## src/cbpt_pkg.sv

```systemverilog
`timescale 1ns / 1ps
// ----------------------------------------------------------------------------
// cbpt_pkg
// Shared types and constants of the clock bias PI trim block.
// ----------------------------------------------------------------------------
package cbpt_pkg;

    localparam int CFG_IDX_W  = 3;
    localparam int CFG_DATA_W = 36;
    localparam int BIAS_W     = 32;
    localparam int BGAIN_W    = 32;
    localparam int BGAIN_FRAC = 24;
    localparam int MAXCH_W    = 36;
    localparam int GAIN_W     = 24;
    localparam int WORD_W     = 20;
    localparam int INTEG_W    = 48;
    localparam int MUL_W      = 32;
    localparam int PROD_W     = 2 * MUL_W;

    localparam logic [CFG_IDX_W-1:0] REG_BIAS_GAIN    = 3'd0;
    localparam logic [CFG_IDX_W-1:0] REG_MAX_CHANGE   = 3'd1;
    localparam logic [CFG_IDX_W-1:0] REG_PROP_GAIN    = 3'd2;
    localparam logic [CFG_IDX_W-1:0] REG_INT_GAIN     = 3'd3;
    localparam logic [CFG_IDX_W-1:0] REG_INITIAL_WORD = 3'd4;
    localparam logic [CFG_IDX_W-1:0] REG_WORD_LIMIT   = 3'd5;

    localparam logic [BGAIN_W-1:0] BIAS_GAIN_RST  = 32'd16777216;
    localparam logic [MAXCH_W-1:0] MAX_CHANGE_RST = 36'hF_FFFF_FFFF;
    localparam logic [GAIN_W-1:0]  GAIN_RST       = 24'd65536;
    localparam logic [WORD_W-1:0]  WORD_LIMIT_RST = 20'hF_FFFF;

    typedef enum logic [3:0] {
        ST_IDLE,
        ST_MUL_E,
        ST_CLAMP,
        ST_MUL_PL,
        ST_MUL_PH,
        ST_MUL_IL,
        ST_MUL_IH,
        ST_DM,
        ST_INTEG,
        ST_SUM,
        ST_ROUND,
        ST_OUT
    } t_state;

    typedef enum logic [2:0] {
        MOP_NONE,
        MOP_BIAS,
        MOP_P_LO,
        MOP_P_HI,
        MOP_I_LO,
        MOP_I_HI
    } t_mul_op;

    typedef struct packed {
        logic    busy;
        logic    take_in;
        t_mul_op mul_op;
        logic    ld_emag;
        logic    ld_acc;
        logic    ld_pm;
        logic    ld_dm;
        logic    ld_integ;
        logic    ld_sum;
        logic    ld_wmag;
        logic    ld_out;
    } t_ctrl;

endpackage

```

## src/cbpt_mul.sv

```systemverilog
`timescale 1ns / 1ps
// ----------------------------------------------------------------------------
// cbpt_mul
// Shared 32 x 32 unsigned multiplier with a registered product.
// ----------------------------------------------------------------------------
module cbpt_mul (
    input  logic                        i_clk,
    input  logic [cbpt_pkg::MUL_W-1:0]  i_a,
    input  logic [cbpt_pkg::MUL_W-1:0]  i_b,
    output logic [cbpt_pkg::PROD_W-1:0] o_p
);

    logic [cbpt_pkg::PROD_W-1:0] r_p;

    always_ff @(posedge i_clk) begin
        r_p <= cbpt_pkg::PROD_W'(i_a) * cbpt_pkg::PROD_W'(i_b);
    end

    assign o_p = r_p;

endmodule

```

## src/cbpt_ctrl.sv

```systemverilog
`timescale 1ns / 1ps
// ----------------------------------------------------------------------------
// cbpt_ctrl
// Sequencer that steps one item through the shared multiplier and adders.
// ----------------------------------------------------------------------------
module cbpt_ctrl (
    input  logic            i_clk,
    input  logic            i_rst_n,
    input  logic            i_valid,
    input  logic            i_out_free,
    output cbpt_pkg::t_ctrl o_ctrl
);

    cbpt_pkg::t_state r_state;
    cbpt_pkg::t_state n_state;

    always_ff @(posedge i_clk) begin
        if (!i_rst_n) begin
            r_state <= cbpt_pkg::ST_IDLE;
        end else begin
            r_state <= n_state;
        end
    end

    always_comb begin
        n_state = r_state;
        unique case (r_state)
            cbpt_pkg::ST_IDLE: begin
                if (i_valid) begin
                    n_state = cbpt_pkg::ST_MUL_E;
                end
            end
            cbpt_pkg::ST_MUL_E:  n_state = cbpt_pkg::ST_CLAMP;
            cbpt_pkg::ST_CLAMP:  n_state = cbpt_pkg::ST_MUL_PL;
            cbpt_pkg::ST_MUL_PL: n_state = cbpt_pkg::ST_MUL_PH;
            cbpt_pkg::ST_MUL_PH: n_state = cbpt_pkg::ST_MUL_IL;
            cbpt_pkg::ST_MUL_IL: n_state = cbpt_pkg::ST_MUL_IH;
            cbpt_pkg::ST_MUL_IH: n_state = cbpt_pkg::ST_DM;
            cbpt_pkg::ST_DM:     n_state = cbpt_pkg::ST_INTEG;
            cbpt_pkg::ST_INTEG:  n_state = cbpt_pkg::ST_SUM;
            cbpt_pkg::ST_SUM:    n_state = cbpt_pkg::ST_ROUND;
            cbpt_pkg::ST_ROUND:  n_state = cbpt_pkg::ST_OUT;
            cbpt_pkg::ST_OUT: begin
                if (i_out_free) begin
                    n_state = cbpt_pkg::ST_IDLE;
                end
            end
            default: n_state = cbpt_pkg::ST_IDLE;
        endcase
    end

    always_comb begin
        o_ctrl        = '0;
        o_ctrl.mul_op = cbpt_pkg::MOP_NONE;
        o_ctrl.busy   = (r_state != cbpt_pkg::ST_IDLE);
        unique case (r_state)
            cbpt_pkg::ST_IDLE:   o_ctrl.take_in = i_valid;
            cbpt_pkg::ST_MUL_E:  o_ctrl.mul_op  = cbpt_pkg::MOP_BIAS;
            cbpt_pkg::ST_CLAMP:  o_ctrl.ld_emag = 1'b1;
            cbpt_pkg::ST_MUL_PL: o_ctrl.mul_op  = cbpt_pkg::MOP_P_LO;
            cbpt_pkg::ST_MUL_PH: begin
                o_ctrl.mul_op = cbpt_pkg::MOP_P_HI;
                o_ctrl.ld_acc = 1'b1;
            end
            cbpt_pkg::ST_MUL_IL: begin
                o_ctrl.mul_op = cbpt_pkg::MOP_I_LO;
                o_ctrl.ld_pm  = 1'b1;
            end
            cbpt_pkg::ST_MUL_IH: begin
                o_ctrl.mul_op = cbpt_pkg::MOP_I_HI;
                o_ctrl.ld_acc = 1'b1;
            end
            cbpt_pkg::ST_DM:     o_ctrl.ld_dm    = 1'b1;
            cbpt_pkg::ST_INTEG:  o_ctrl.ld_integ = 1'b1;
            cbpt_pkg::ST_SUM:    o_ctrl.ld_sum   = 1'b1;
            cbpt_pkg::ST_ROUND:  o_ctrl.ld_wmag  = 1'b1;
            cbpt_pkg::ST_OUT:    o_ctrl.ld_out   = i_out_free;
            default: o_ctrl.busy = 1'b1;
        endcase
    end

endmodule

```

## src/clock_bias_pi_trim.sv

```systemverilog
`timescale 1ns / 1ps
// ----------------------------------------------------------------------------
// clock_bias_pi_trim
// PI trim of an oscillator control word from measured clock bias, with
// error step clamp, saturating integral and output word saturation.
// ----------------------------------------------------------------------------
//   channel   direction   handshake            payload
//   input     in          i_valid / o_stall    i_bias
//   result    out         o_valid / i_stall    o_control_word, o_step_limited,
//                                              o_word_saturated
//   config    in          i_cfg_we             i_cfg_idx, i_cfg_data
//
// An item is accepted in idle; the next only after it has left the last step:
// five passes through the shared 32 x 32 multiplier, the error clamp after
// the first, then integral update, sum, rounding, output, one register stage each.
// o_stall is high in every step after acceptance and low in idle.
// A held result stalls the sequencer in its last step until it is taken.
// Synchronous active-low reset restores register defaults and clears the
// integral, the start flag and the result valid.
// ----------------------------------------------------------------------------
module clock_bias_pi_trim #(
    parameter int WORD_BITS = 20,
    parameter int FRAC_BITS = 16
) (
    input  logic                            i_clk,
    input  logic                            i_rst_n,
    input  logic                            i_valid,
    output logic                            o_stall,
    input  logic [cbpt_pkg::BIAS_W-1:0]     i_bias,
    output logic                            o_valid,
    input  logic                            i_stall,
    output logic [cbpt_pkg::WORD_W-1:0]     o_control_word,
    output logic                            o_step_limited,
    output logic                            o_word_saturated,
    input  logic                            i_cfg_we,
    input  logic [cbpt_pkg::CFG_IDX_W-1:0]  i_cfg_idx,
    input  logic [cbpt_pkg::CFG_DATA_W-1:0] i_cfg_data
);

    localparam int SH_E  = cbpt_pkg::BGAIN_FRAC - FRAC_BITS;
    localparam int PM_W  = 61 - FRAC_BITS;
    localparam int S_W   = ((PM_W > cbpt_pkg::INTEG_W) ? PM_W : cbpt_pkg::INTEG_W) + 2;
    localparam int P_W   = cbpt_pkg::PROD_W;
    localparam int IW    = cbpt_pkg::INTEG_W;
    localparam int WW    = cbpt_pkg::WORD_W;
    localparam logic [P_W-1:0] HALF_E = P_W'((65'd1 << SH_E) >> 1);
    localparam logic [P_W-1:0] HALF_F = P_W'((65'd1 << FRAC_BITS) >> 1);
    localparam logic [S_W-1:0] IMAX   = {{(S_W - IW){1'b0}}, {IW{1'b1}}};
    localparam logic [31:0]    WMAX   = 32'((33'd1 << WORD_BITS) - 33'd1);

    cbpt_pkg::t_ctrl w_ctrl;

    logic [cbpt_pkg::BGAIN_W-1:0] r_bias_gain;
    logic [cbpt_pkg::MAXCH_W-1:0] r_max_change;
    logic [cbpt_pkg::GAIN_W-1:0]  r_prop_gain;
    logic [cbpt_pkg::GAIN_W-1:0]  r_int_gain;
    logic [WW-1:0]                r_initial_word;
    logic [WW-1:0]                r_word_limit;

    logic                         r_started;
    logic [IW-1:0]                r_integral;
    logic [cbpt_pkg::BIAS_W-1:0]  r_mag;
    logic                         r_err_neg;
    logic [cbpt_pkg::MAXCH_W-1:0] r_emag;
    logic                         r_step_lim;
    logic [P_W-1:0]               r_acc;
    logic [PM_W-1:0]              r_pm;
    logic [PM_W-1:0]              r_dm;
    logic [S_W-1:0]               r_sum;
    logic [S_W-1:0]               r_wmag;
    logic                         r_wneg;
    logic                         r_valid;
    logic [WW-1:0]                r_word;
    logic                         r_out_step;
    logic                         r_wsat;

    logic [cbpt_pkg::MUL_W-1:0]   w_mul_a;
    logic [cbpt_pkg::MUL_W-1:0]   w_mul_b;
    logic [P_W-1:0]               w_prod;
    logic [P_W-1:0]               n_eround;
    logic                         n_eover;
    logic [P_W-1:0]               n_gfull;
    logic [P_W-1:0]               n_ground;
    logic [S_W-1:0]               n_di;
    logic [S_W-1:0]               n_isum;
    logic [IW-1:0]                n_integral;
    logic [S_W-1:0]               n_p;
    logic [S_W-1:0]               n_rabs;
    logic [S_W-1:0]               n_rmag;
    logic [31:0]                  n_lim32;
    logic [WW-1:0]                n_lim;
    logic                         w_out_free;

    assign w_out_free = !r_valid || !i_stall;

    cbpt_ctrl u_ctrl (
        .i_clk      (i_clk),
        .i_rst_n    (i_rst_n),
        .i_valid    (i_valid),
        .i_out_free (w_out_free),
        .o_ctrl     (w_ctrl)
    );

    always_comb begin
        case (w_ctrl.mul_op)
            cbpt_pkg::MOP_BIAS: begin
                w_mul_a = r_mag;
                w_mul_b = r_bias_gain;
            end
            cbpt_pkg::MOP_P_LO: begin
                w_mul_a = r_emag[31:0];
                w_mul_b = {8'd0, r_prop_gain};
            end
            cbpt_pkg::MOP_P_HI: begin
                w_mul_a = {28'd0, r_emag[35:32]};
                w_mul_b = {8'd0, r_prop_gain};
            end
            cbpt_pkg::MOP_I_LO: begin
                w_mul_a = r_emag[31:0];
                w_mul_b = {8'd0, r_int_gain};
            end
            cbpt_pkg::MOP_I_HI: begin
                w_mul_a = {28'd0, r_emag[35:32]};
                w_mul_b = {8'd0, r_int_gain};
            end
            default: begin
                w_mul_a = '0;
                w_mul_b = '0;
            end
        endcase
    end

    cbpt_mul u_mul (
        .i_clk (i_clk),
        .i_a   (w_mul_a),
        .i_b   (w_mul_b),
        .o_p   (w_prod)
    );

    always_comb begin
        n_eround = (w_prod + HALF_E) >> SH_E;
        n_eover  = n_eround > {{(P_W - cbpt_pkg::MAXCH_W){1'b0}}, r_max_change};
        n_gfull  = r_acc + {w_prod[31:0], 32'd0};
        n_ground = n_gfull >> FRAC_BITS;

        n_di   = {{(S_W - PM_W){1'b0}}, r_dm};
        n_di   = r_err_neg ? (~n_di + 1'b1) : n_di;
        n_isum = {{(S_W - IW){1'b0}}, r_integral} + n_di;
        if (n_isum[S_W-1]) begin
            n_integral = '0;
        end else if (n_isum > IMAX) begin
            n_integral = '1;
        end else begin
            n_integral = n_isum[IW-1:0];
        end

        n_p = {{(S_W - PM_W){1'b0}}, r_pm};
        n_p = r_err_neg ? (~n_p + 1'b1) : n_p;

        n_rabs = r_sum[S_W-1] ? (S_W'(HALF_F) - r_sum) : (r_sum + S_W'(HALF_F));
        n_rmag = n_rabs >> FRAC_BITS;

        n_lim32 = ({12'd0, r_word_limit} < WMAX) ? {12'd0, r_word_limit} : WMAX;
        n_lim   = n_lim32[WW-1:0];
    end

    always_ff @(posedge i_clk) begin
        if (!i_rst_n) begin
            r_bias_gain    <= cbpt_pkg::BIAS_GAIN_RST;
            r_max_change   <= cbpt_pkg::MAX_CHANGE_RST;
            r_prop_gain    <= cbpt_pkg::GAIN_RST;
            r_int_gain     <= cbpt_pkg::GAIN_RST;
            r_initial_word <= '0;
            r_word_limit   <= cbpt_pkg::WORD_LIMIT_RST;
        end else if (i_cfg_we) begin
            unique case (i_cfg_idx)
                cbpt_pkg::REG_BIAS_GAIN:    r_bias_gain    <= i_cfg_data[31:0];
                cbpt_pkg::REG_MAX_CHANGE:   r_max_change   <= i_cfg_data;
                cbpt_pkg::REG_PROP_GAIN:    r_prop_gain    <= i_cfg_data[23:0];
                cbpt_pkg::REG_INT_GAIN:     r_int_gain     <= i_cfg_data[23:0];
                cbpt_pkg::REG_INITIAL_WORD: r_initial_word <= i_cfg_data[WW-1:0];
                cbpt_pkg::REG_WORD_LIMIT:   r_word_limit   <= i_cfg_data[WW-1:0];
                default: ;
            endcase
        end
    end

    always_ff @(posedge i_clk) begin
        if (!i_rst_n) begin
            r_started  <= 1'b0;
            r_integral <= '0;
            r_valid    <= 1'b0;
        end else begin
            if (w_ctrl.take_in) begin
                r_started <= 1'b1;
                if (!r_started) begin
                    r_integral <= {{(IW - WW){1'b0}}, r_initial_word} << FRAC_BITS;
                end
            end else if (w_ctrl.ld_integ) begin
                r_integral <= n_integral;
            end
            if (w_ctrl.ld_out) begin
                r_valid <= 1'b1;
            end else if (!i_stall) begin
                r_valid <= 1'b0;
            end
        end
    end

    always_ff @(posedge i_clk) begin
        if (w_ctrl.take_in) begin
            r_mag     <= i_bias[31] ? (~i_bias + 1'b1) : i_bias;
            r_err_neg <= !i_bias[31] && (i_bias != '0);
        end
        if (w_ctrl.ld_emag) begin
            r_emag     <= n_eover ? r_max_change : n_eround[cbpt_pkg::MAXCH_W-1:0];
            r_step_lim <= n_eover;
        end
        if (w_ctrl.ld_acc) begin
            r_acc <= w_prod + HALF_F;
        end
        if (w_ctrl.ld_pm) begin
            r_pm <= n_ground[PM_W-1:0];
        end
        if (w_ctrl.ld_dm) begin
            r_dm <= n_ground[PM_W-1:0];
        end
        if (w_ctrl.ld_sum) begin
            r_sum <= {{(S_W - IW){1'b0}}, r_integral} + n_p;
        end
        if (w_ctrl.ld_wmag) begin
            r_wmag <= n_rmag;
            r_wneg <= r_sum[S_W-1] && (n_rmag != '0);
        end
        if (w_ctrl.ld_out) begin
            r_out_step <= r_step_lim;
            if (r_wneg) begin
                r_word <= '0;
                r_wsat <= 1'b1;
            end else if (r_wmag > {{(S_W - WW){1'b0}}, n_lim}) begin
                r_word <= n_lim;
                r_wsat <= 1'b1;
            end else begin
                r_word <= r_wmag[WW-1:0];
                r_wsat <= 1'b0;
            end
        end
    end

    assign o_stall          = w_ctrl.busy;
    assign o_valid          = r_valid;
    assign o_control_word   = r_word;
    assign o_step_limited   = r_out_step;
    assign o_word_saturated = r_wsat;

`ifndef SYNTHESIS
    a_busy_after_take: assert property (@(posedge i_clk) disable iff (!i_rst_n)
        (i_valid && !o_stall) |=> o_stall)
        else $error("block not busy after taking an item");

    a_load_when_free: assert property (@(posedge i_clk) disable iff (!i_rst_n)
        w_ctrl.ld_out |-> (!o_valid || !i_stall))
        else $error("result loaded over a held item");

    a_valid_from_load: assert property (@(posedge i_clk) disable iff (!i_rst_n)
        $rose(o_valid) |-> $past(w_ctrl.ld_out))
        else $error("result valid without a load");
`endif

endmodule

```

## config.mk

```make
export PLATFORM = sky130hd
export DESIGN_NAME = clock_bias_pi_trim
export DESIGN_NICKNAME = d
export VERILOG_FILES = /design/src/cbpt_pkg.sv /design/src/cbpt_mul.sv /design/src/cbpt_ctrl.sv /design/src/clock_bias_pi_trim.sv
export SDC_FILE = /design/constraint.sdc
export NUM_CORES = 2
export LEC_CHECK = 0
export BUFFER_PORTS_ARGS = -buffer_cell sky130_fd_sc_hd__buf_2
export CAP_MARGIN = 0
export CORE_MARGIN = 1
export CORE_UTILIZATION = 25
export CTS_BUF_LIST = sky130_fd_sc_hd__clkbuf_8
export DETAILED_ROUTE_END_ITERATION = 8
export HOLD_SLACK_MARGIN = 0.08
export MAX_ROUTING_LAYER = met4
export PLACE_DENSITY = 0.47
export SLEW_MARGIN = 5
export SYNTH_ARGS = -nofsm -noshare
export SYNTH_HDL_FRONTEND = slang
export SYNTH_HIERARCHICAL = 1
export SYNTH_SLANG_ARGS = --single-unit
export TNS_END_PERCENT = 20
```

## constraint.sdc

```tcl
create_clock -name i_clk -period 14.15 [get_ports i_clk]
set_clock_uncertainty 0.05 [all_clocks]
set_input_delay 2.83 -clock i_clk [delete_from_list [all_inputs] [get_ports i_clk]]
set_output_delay 2.83 -clock i_clk [all_outputs]
set_load 0.1 [all_outputs]
```

==> metrics.txt <==
# TYPE chip_impl_metric gauge
chip_impl_info{name="run_status",value="completed"} 1
chip_impl_info{name="worstSetupEndpointType",value="register"} 1
chip_impl_metric{name="final_min_period_over_clock_period",unit="%"} 77.0
chip_impl_metric{name="cts_post_setup_buffers_inserted",unit=""} 0
chip_impl_info{name="whs_endpoint",value="r_dm[14]"} 1
chip_impl_metric{name="reg2reg_setup_slack",unit="ns"} 3.26
chip_impl_info{name="cpLargestDelayFamily",value="adder cells"} 1
chip_impl_metric{name="grt.total_usage",unit="%"} 16.8
chip_impl_metric{name="initial_utilization",unit="%"} 25.2
chip_impl_metric{name="tritoncts_num_sinks",unit=""} 586
chip_impl_metric{name="cp_slowest_stage_delay",unit="ns"} 0.71
chip_impl_metric{name="crit_fanout",unit=""} 39
chip_impl_info{name="top_flip_flop_cell_by_instance_count_after_synthesis",value="sky130_fd_sc_hd__edfxtp_1"} 1
chip_impl_info{name="layout.cells.most_common",value="sky130_fd_sc_hd__inv_1"} 1
chip_impl_metric{name="worst_skew_pair.late_latency",unit="ns"} 0.81
chip_impl_metric{name="power.ir.vdd_worst",unit="uV"} 67.8
chip_impl_metric{name="placement.setup.worst_slack",unit="ns"} 3.32
chip_impl_metric{name="synth_sequential_area_ratio",unit="%"} 22.0
chip_impl_metric{name="grt_antenna_before_repair",unit=""} 7
chip_impl_info{name="final_cell_mix",value="1108 x sky130_fd_sc_hd__inv_1, 942 x sky130_fd_sc_hd__nand2_1, 899 x sky130_fd_sc_hd__fa_1, 602 x sky130_fd_sc_hd__and2_1, 455 x sky130_fd_sc_hd__ha_1"} 1
chip_impl_metric{name="floorplan.io_pins",unit=""} 100
chip_impl_metric{name="buffer_and_inverter_count_on_the_worst_path",unit=""} 7
chip_impl_metric{name="timing.max_slew.rel_slack",unit="%"} 16.6
chip_impl_metric{name="drc",unit=""} 0
chip_impl_metric{name="hpwl",unit="um"} 173000
chip_impl_metric{name="setup_tns",unit="ns"} 0
chip_impl_metric{name="final_layout_size_suffix_gt1_share",unit="%"} 6.77
chip_impl_metric{name="maximum_number_of_pins_on_one_net_before_global_route_repair",unit=""} 78
chip_impl_metric{name="setup-violations-final",unit=""} 0
chip_impl_metric{name="cts_resized",unit=""} 0
chip_impl_info{name="rr_endpoint",value="u_mul/o_p[60]"} 1
chip_impl_metric{name="chipWidth",unit="um"} 522
chip_impl_info{name="worst_setup_path_start_kind",value="register"} 1
chip_impl_info{name="crit-reg2reg-launch",value="u_ctrl/r_state[0]"} 1
chip_impl_metric{name="met2RoutedLength",unit="um"} 106000
chip_impl_info{name="hold_path.startpoint",value="r_acc[30]"} 1
chip_impl_metric{name="drt_iter0_markers",unit=""} 3325
chip_impl_metric{name="cts-hold-fix-buffers",unit=""} 0
chip_impl_metric{name="timing.reg2reg.worst_path_depth",unit=""} 31
chip_impl_info{name="cts.root.buffer_cell",value="sky130_fd_sc_hd__clkbuf_8"} 1
chip_impl_metric{name="floorplan.die_area",unit="um^2"} 272000
chip_impl_metric{name="slew_violations",unit=""} 0
chip_impl_metric{name="drt_wl_total",unit="um"} 223000
chip_impl_metric{name="cap_violations",unit=""} 0
chip_impl_metric{name="buffer_ports.inserted",unit=""} 99
chip_impl_metric{name="fp.coreArea",unit="um^2"} 268000
chip_impl_info{name="cts_tree",value="done"} 1
chip_impl_info{name="cell_mode_on_critical_path",value="sky130_fd_sc_hd__fa_1"} 1
chip_impl_metric{name="layout_min_cycle_time",unit="ns"} 10.89
chip_impl_metric{name="yosys_warnings",unit=""} 6
chip_impl_info{name="worst-setup-path-type",value="register to register"} 1
chip_impl_metric{name="syn-num-nets",unit=""} 8813
chip_impl_metric{name="post-route-worst-setup-slack",unit="ns"} 3.26
chip_impl_metric{name="synth_enable_flop_cells",unit=""} 312
chip_impl_metric{name="wl_met3",unit="um"} 9510
chip_impl_metric{name="wl_per_cell",unit="um"} 20.3
chip_impl_metric{name="row_count",unit=""} 190
chip_impl_metric{name="final-hold-violation-count",unit=""} 0
chip_impl_metric{name="area_growth_synth_to_finish",unit="%"} 10.0
chip_impl_metric{name="path_clk_slew",unit="ns"} 0.07
chip_impl_metric{name="cts_buffers",unit=""} 105
chip_impl_metric{name="critical_path_arrival",unit="ns"} 11.57
chip_impl_metric{name="powerDensity",unit="nW/um^2"} 67.0
chip_impl_metric{name="clock_tree.htree_level_count",unit=""} 3
chip_impl_info{name="setup_repair_after_global_routing_missed_its_margin",value="no"} 1
chip_impl_metric{name="place_congestion",unit=""} 0.894
chip_impl_metric{name="cellLeakagePower",unit="nW"} 32.7
chip_impl_metric{name="design_area",unit="um^2"} 74200
chip_impl_metric{name="hold_path_depth",unit=""} 0
chip_impl_metric{name="die_h",unit="um"} 522
chip_impl_metric{name="required",unit="ns"} 14.83
chip_impl_metric{name="max-clock-path-buffers",unit=""} 3
chip_impl_metric{name="via_per_inst",unit=""} 4.74
chip_impl_info{name="worst_path_max_delay_cell",value="sky130_fd_sc_hd__a22o_1"} 1
chip_impl_metric{name="synth.distinct_cells",unit=""} 100
chip_impl_metric{name="gate_count_after_technology_mapping",unit=""} 7383
chip_impl_metric{name="num_vias",unit=""} 51996
chip_impl_metric{name="hold-worst-slack",unit="ns"} 0.395
chip_impl_metric{name="placed_cell_area",unit="um^2"} 71900
chip_impl_info{name="worstHoldPathType",value="register to register"} 1
chip_impl_metric{name="ys_async_rst_share",unit="%"} 0
chip_impl_metric{name="syn_area",unit="um^2"} 67500
chip_impl_info{name="routed.top_layer",value="met4"} 1
chip_impl_metric{name="maxClockFrequency",unit="GHz"} 0.0918
chip_impl_metric{name="pre_antenna_drt_iters",unit=""} 5
chip_impl_metric{name="worst_margin_slew",unit="ns"} 1.25
chip_impl_metric{name="synth.ff_latch_count",unit=""} 586
chip_impl_metric{name="nNetsFinal",unit=""} 8739
chip_impl_metric{name="drt.antenna.violating_nets",unit=""} 0
chip_impl_metric{name="grt.overflow.total",unit=""} 0
chip_impl_metric{name="synth.avg_cell_area",unit="um^2"} 9.14
chip_impl_metric{name="met1Wirelength",unit="um"} 103000
chip_impl_metric{name="grt_pass1_vias",unit=""} 53939
chip_impl_metric{name="finalCoreUtilization",unit="%"} 27.7
chip_impl_metric{name="first_pass_grt_wire_length",unit="um"} 340000
per-stage QoR:
stage | power [W] | cells
global route | 0.00519 | 10955
detailed placement | 0.00319 | 10754
global placement | 0.00319 | 10754
CTS | 0.00503 | 10954
floorplan | 0.00271 | 7383
finish | 0.00497 | 10959
cells in the mapped netlist, types with 13 or more instances:
cell type                  count  share of area, %
sky130_fd_sc_hd__a31oi_1      21              0.19
sky130_fd_sc_hd__o21bai_1     45              0.50
sky130_fd_sc_hd__nand4_1      69              0.64
sky130_fd_sc_hd__mux2_1       14              0.23
sky130_fd_sc_hd__nor2_1      253               1.4
sky130_fd_sc_hd__mux2i_1      30              0.45
sky130_fd_sc_hd__a22oi_1      29              0.32
sky130_fd_sc_hd__o21a_1       31              0.34
sky130_fd_sc_hd__dfxtp_1     274               8.1
sky130_fd_sc_hd__nand2_1     943               5.2
sky130_fd_sc_hd__fa_1        899                27
sky130_fd_sc_hd__ha_1        455               8.4
sky130_fd_sc_hd__nor3_1       76              0.56
sky130_fd_sc_hd__or4_1        26              0.29
sky130_fd_sc_hd__nand3_1      94              0.70
sky130_fd_sc_hd__and4_1       20              0.26
sky130_fd_sc_hd__or2_2        17              0.16
sky130_fd_sc_hd__or3_1        27              0.25
sky130_fd_sc_hd__o41ai_1      20              0.26
sky130_fd_sc_hd__nand2b_1     34              0.32
sky130_fd_sc_hd__a21o_1      119               1.3
sky130_fd_sc_hd__o21ai_0     196               1.5
sky130_fd_sc_hd__inv_1      1087               6.0
sky130_fd_sc_hd__a21oi_1     413               3.1
sky130_fd_sc_hd__mux2_2       24              0.40
sky130_fd_sc_hd__o31ai_1      53              0.59
sky130_fd_sc_hd__a22o_1       29              0.38
sky130_fd_sc_hd__clkbuf_1    338               1.9
sky130_fd_sc_hd__nor2b_1      33              0.31
sky130_fd_sc_hd__xor2_1      103               1.3
sky130_fd_sc_hd__and2_1      609               5.6
sky130_fd_sc_hd__a211oi_1     25              0.28
sky130_fd_sc_hd__o211ai_1     66              0.73
sky130_fd_sc_hd__o21ai_1      24              0.18
sky130_fd_sc_hd__xnor2_1     302               3.9
sky130_fd_sc_hd__a221oi_1     13              0.17
sky130_fd_sc_hd__buf_2        24              0.18
sky130_fd_sc_hd__and3_1       40              0.37
sky130_fd_sc_hd__nor4_1       33              0.31
sky130_fd_sc_hd__edfxtp_1    312                14
per-layer routing:
layer | vias up | track usage (%)
li1 | 23810 | -
met1 | 26670 | 22.6
met2 | 1293 | 27.3
met3 | 223 | 1.44
met4 | 0 | 3.82
met5 | - | -
sequential cells by signal, summed over array words and instances (netlist names), 20 cells and up:
signal,count
r_sum,50
r_acc,45
r_mag,32
r_int_gain,24
r_initial_word,20
r_wmag,34
r_prop_gain,24
r_dm,45
r_max_change,36
r_integral,48
u_mul/o_p,64
r_bias_gain,32
r_word_limit,20
r_emag,36
o_control_word,20
r_pm,45
report_power, final:
| part | switching, W | internal [W] | leakage [nW] |
|---|---|---|---|
| Sequential | 0.0000668 | 0.00189 | 5.10 |
| Combinational | 0.000827 | 0.000368 | 26.3 |
| Clock | 0.000806 | 0.00101 | 1.29 |
| Total | 0.00170 | 0.00327 | 32.7 |
logic make-up after synthesis:
| group | count (synthesis) | synth area share, % |
|---|---|---|
| AND/OR/NAND/NOR | 2319 | 17.1 |
| buffers and inverters | 1465 | 8.24 |
| adder cells (fa/ha/maj) | 1354 | 35.1 |
| XOR/XNOR | 405 | 5.26 |
| multiplexers | 68 | 1.08 |
| flip-flops | 586 | 22.0 |
| AO/OA/AOI/OAI | 1186 | 11.2 |
layout make-up:
| type | count | area (um^2) |
|---|---|---|
| clock inverter | 79 | 713 |
| timing repair buffer | 195 | 1220 |
| sequential | 586 | 14900 |
| tap | 3552 | 4440 |
| antenna | 5 | 12.5 |
| inverter | 1089 | 4090 |
| multi-input combinational | 5332 | 47300 |
| clock buffer | 121 | 1670 |
| fill | 28635 | 194000 |
worst max path at each step:
stage,slack (ns),startpoint,depth (start not counted),end
floorplan,5.10,u_ctrl/r_state[2],34,u_mul/o_p[57]
global placement,3.41,u_ctrl/r_state[0],31,u_mul/o_p[60]
detailed placement,3.32,u_ctrl/r_state[0],31,u_mul/o_p[60]
CTS,3.33,u_ctrl/r_state[0],31,u_mul/o_p[60]
global route,2.63,u_ctrl/r_state[0],31,u_mul/o_p[60]
finish,3.26,u_ctrl/r_state[0],31,u_mul/o_p[60]
No activity file was read; power rests on OpenSTA's default activity.
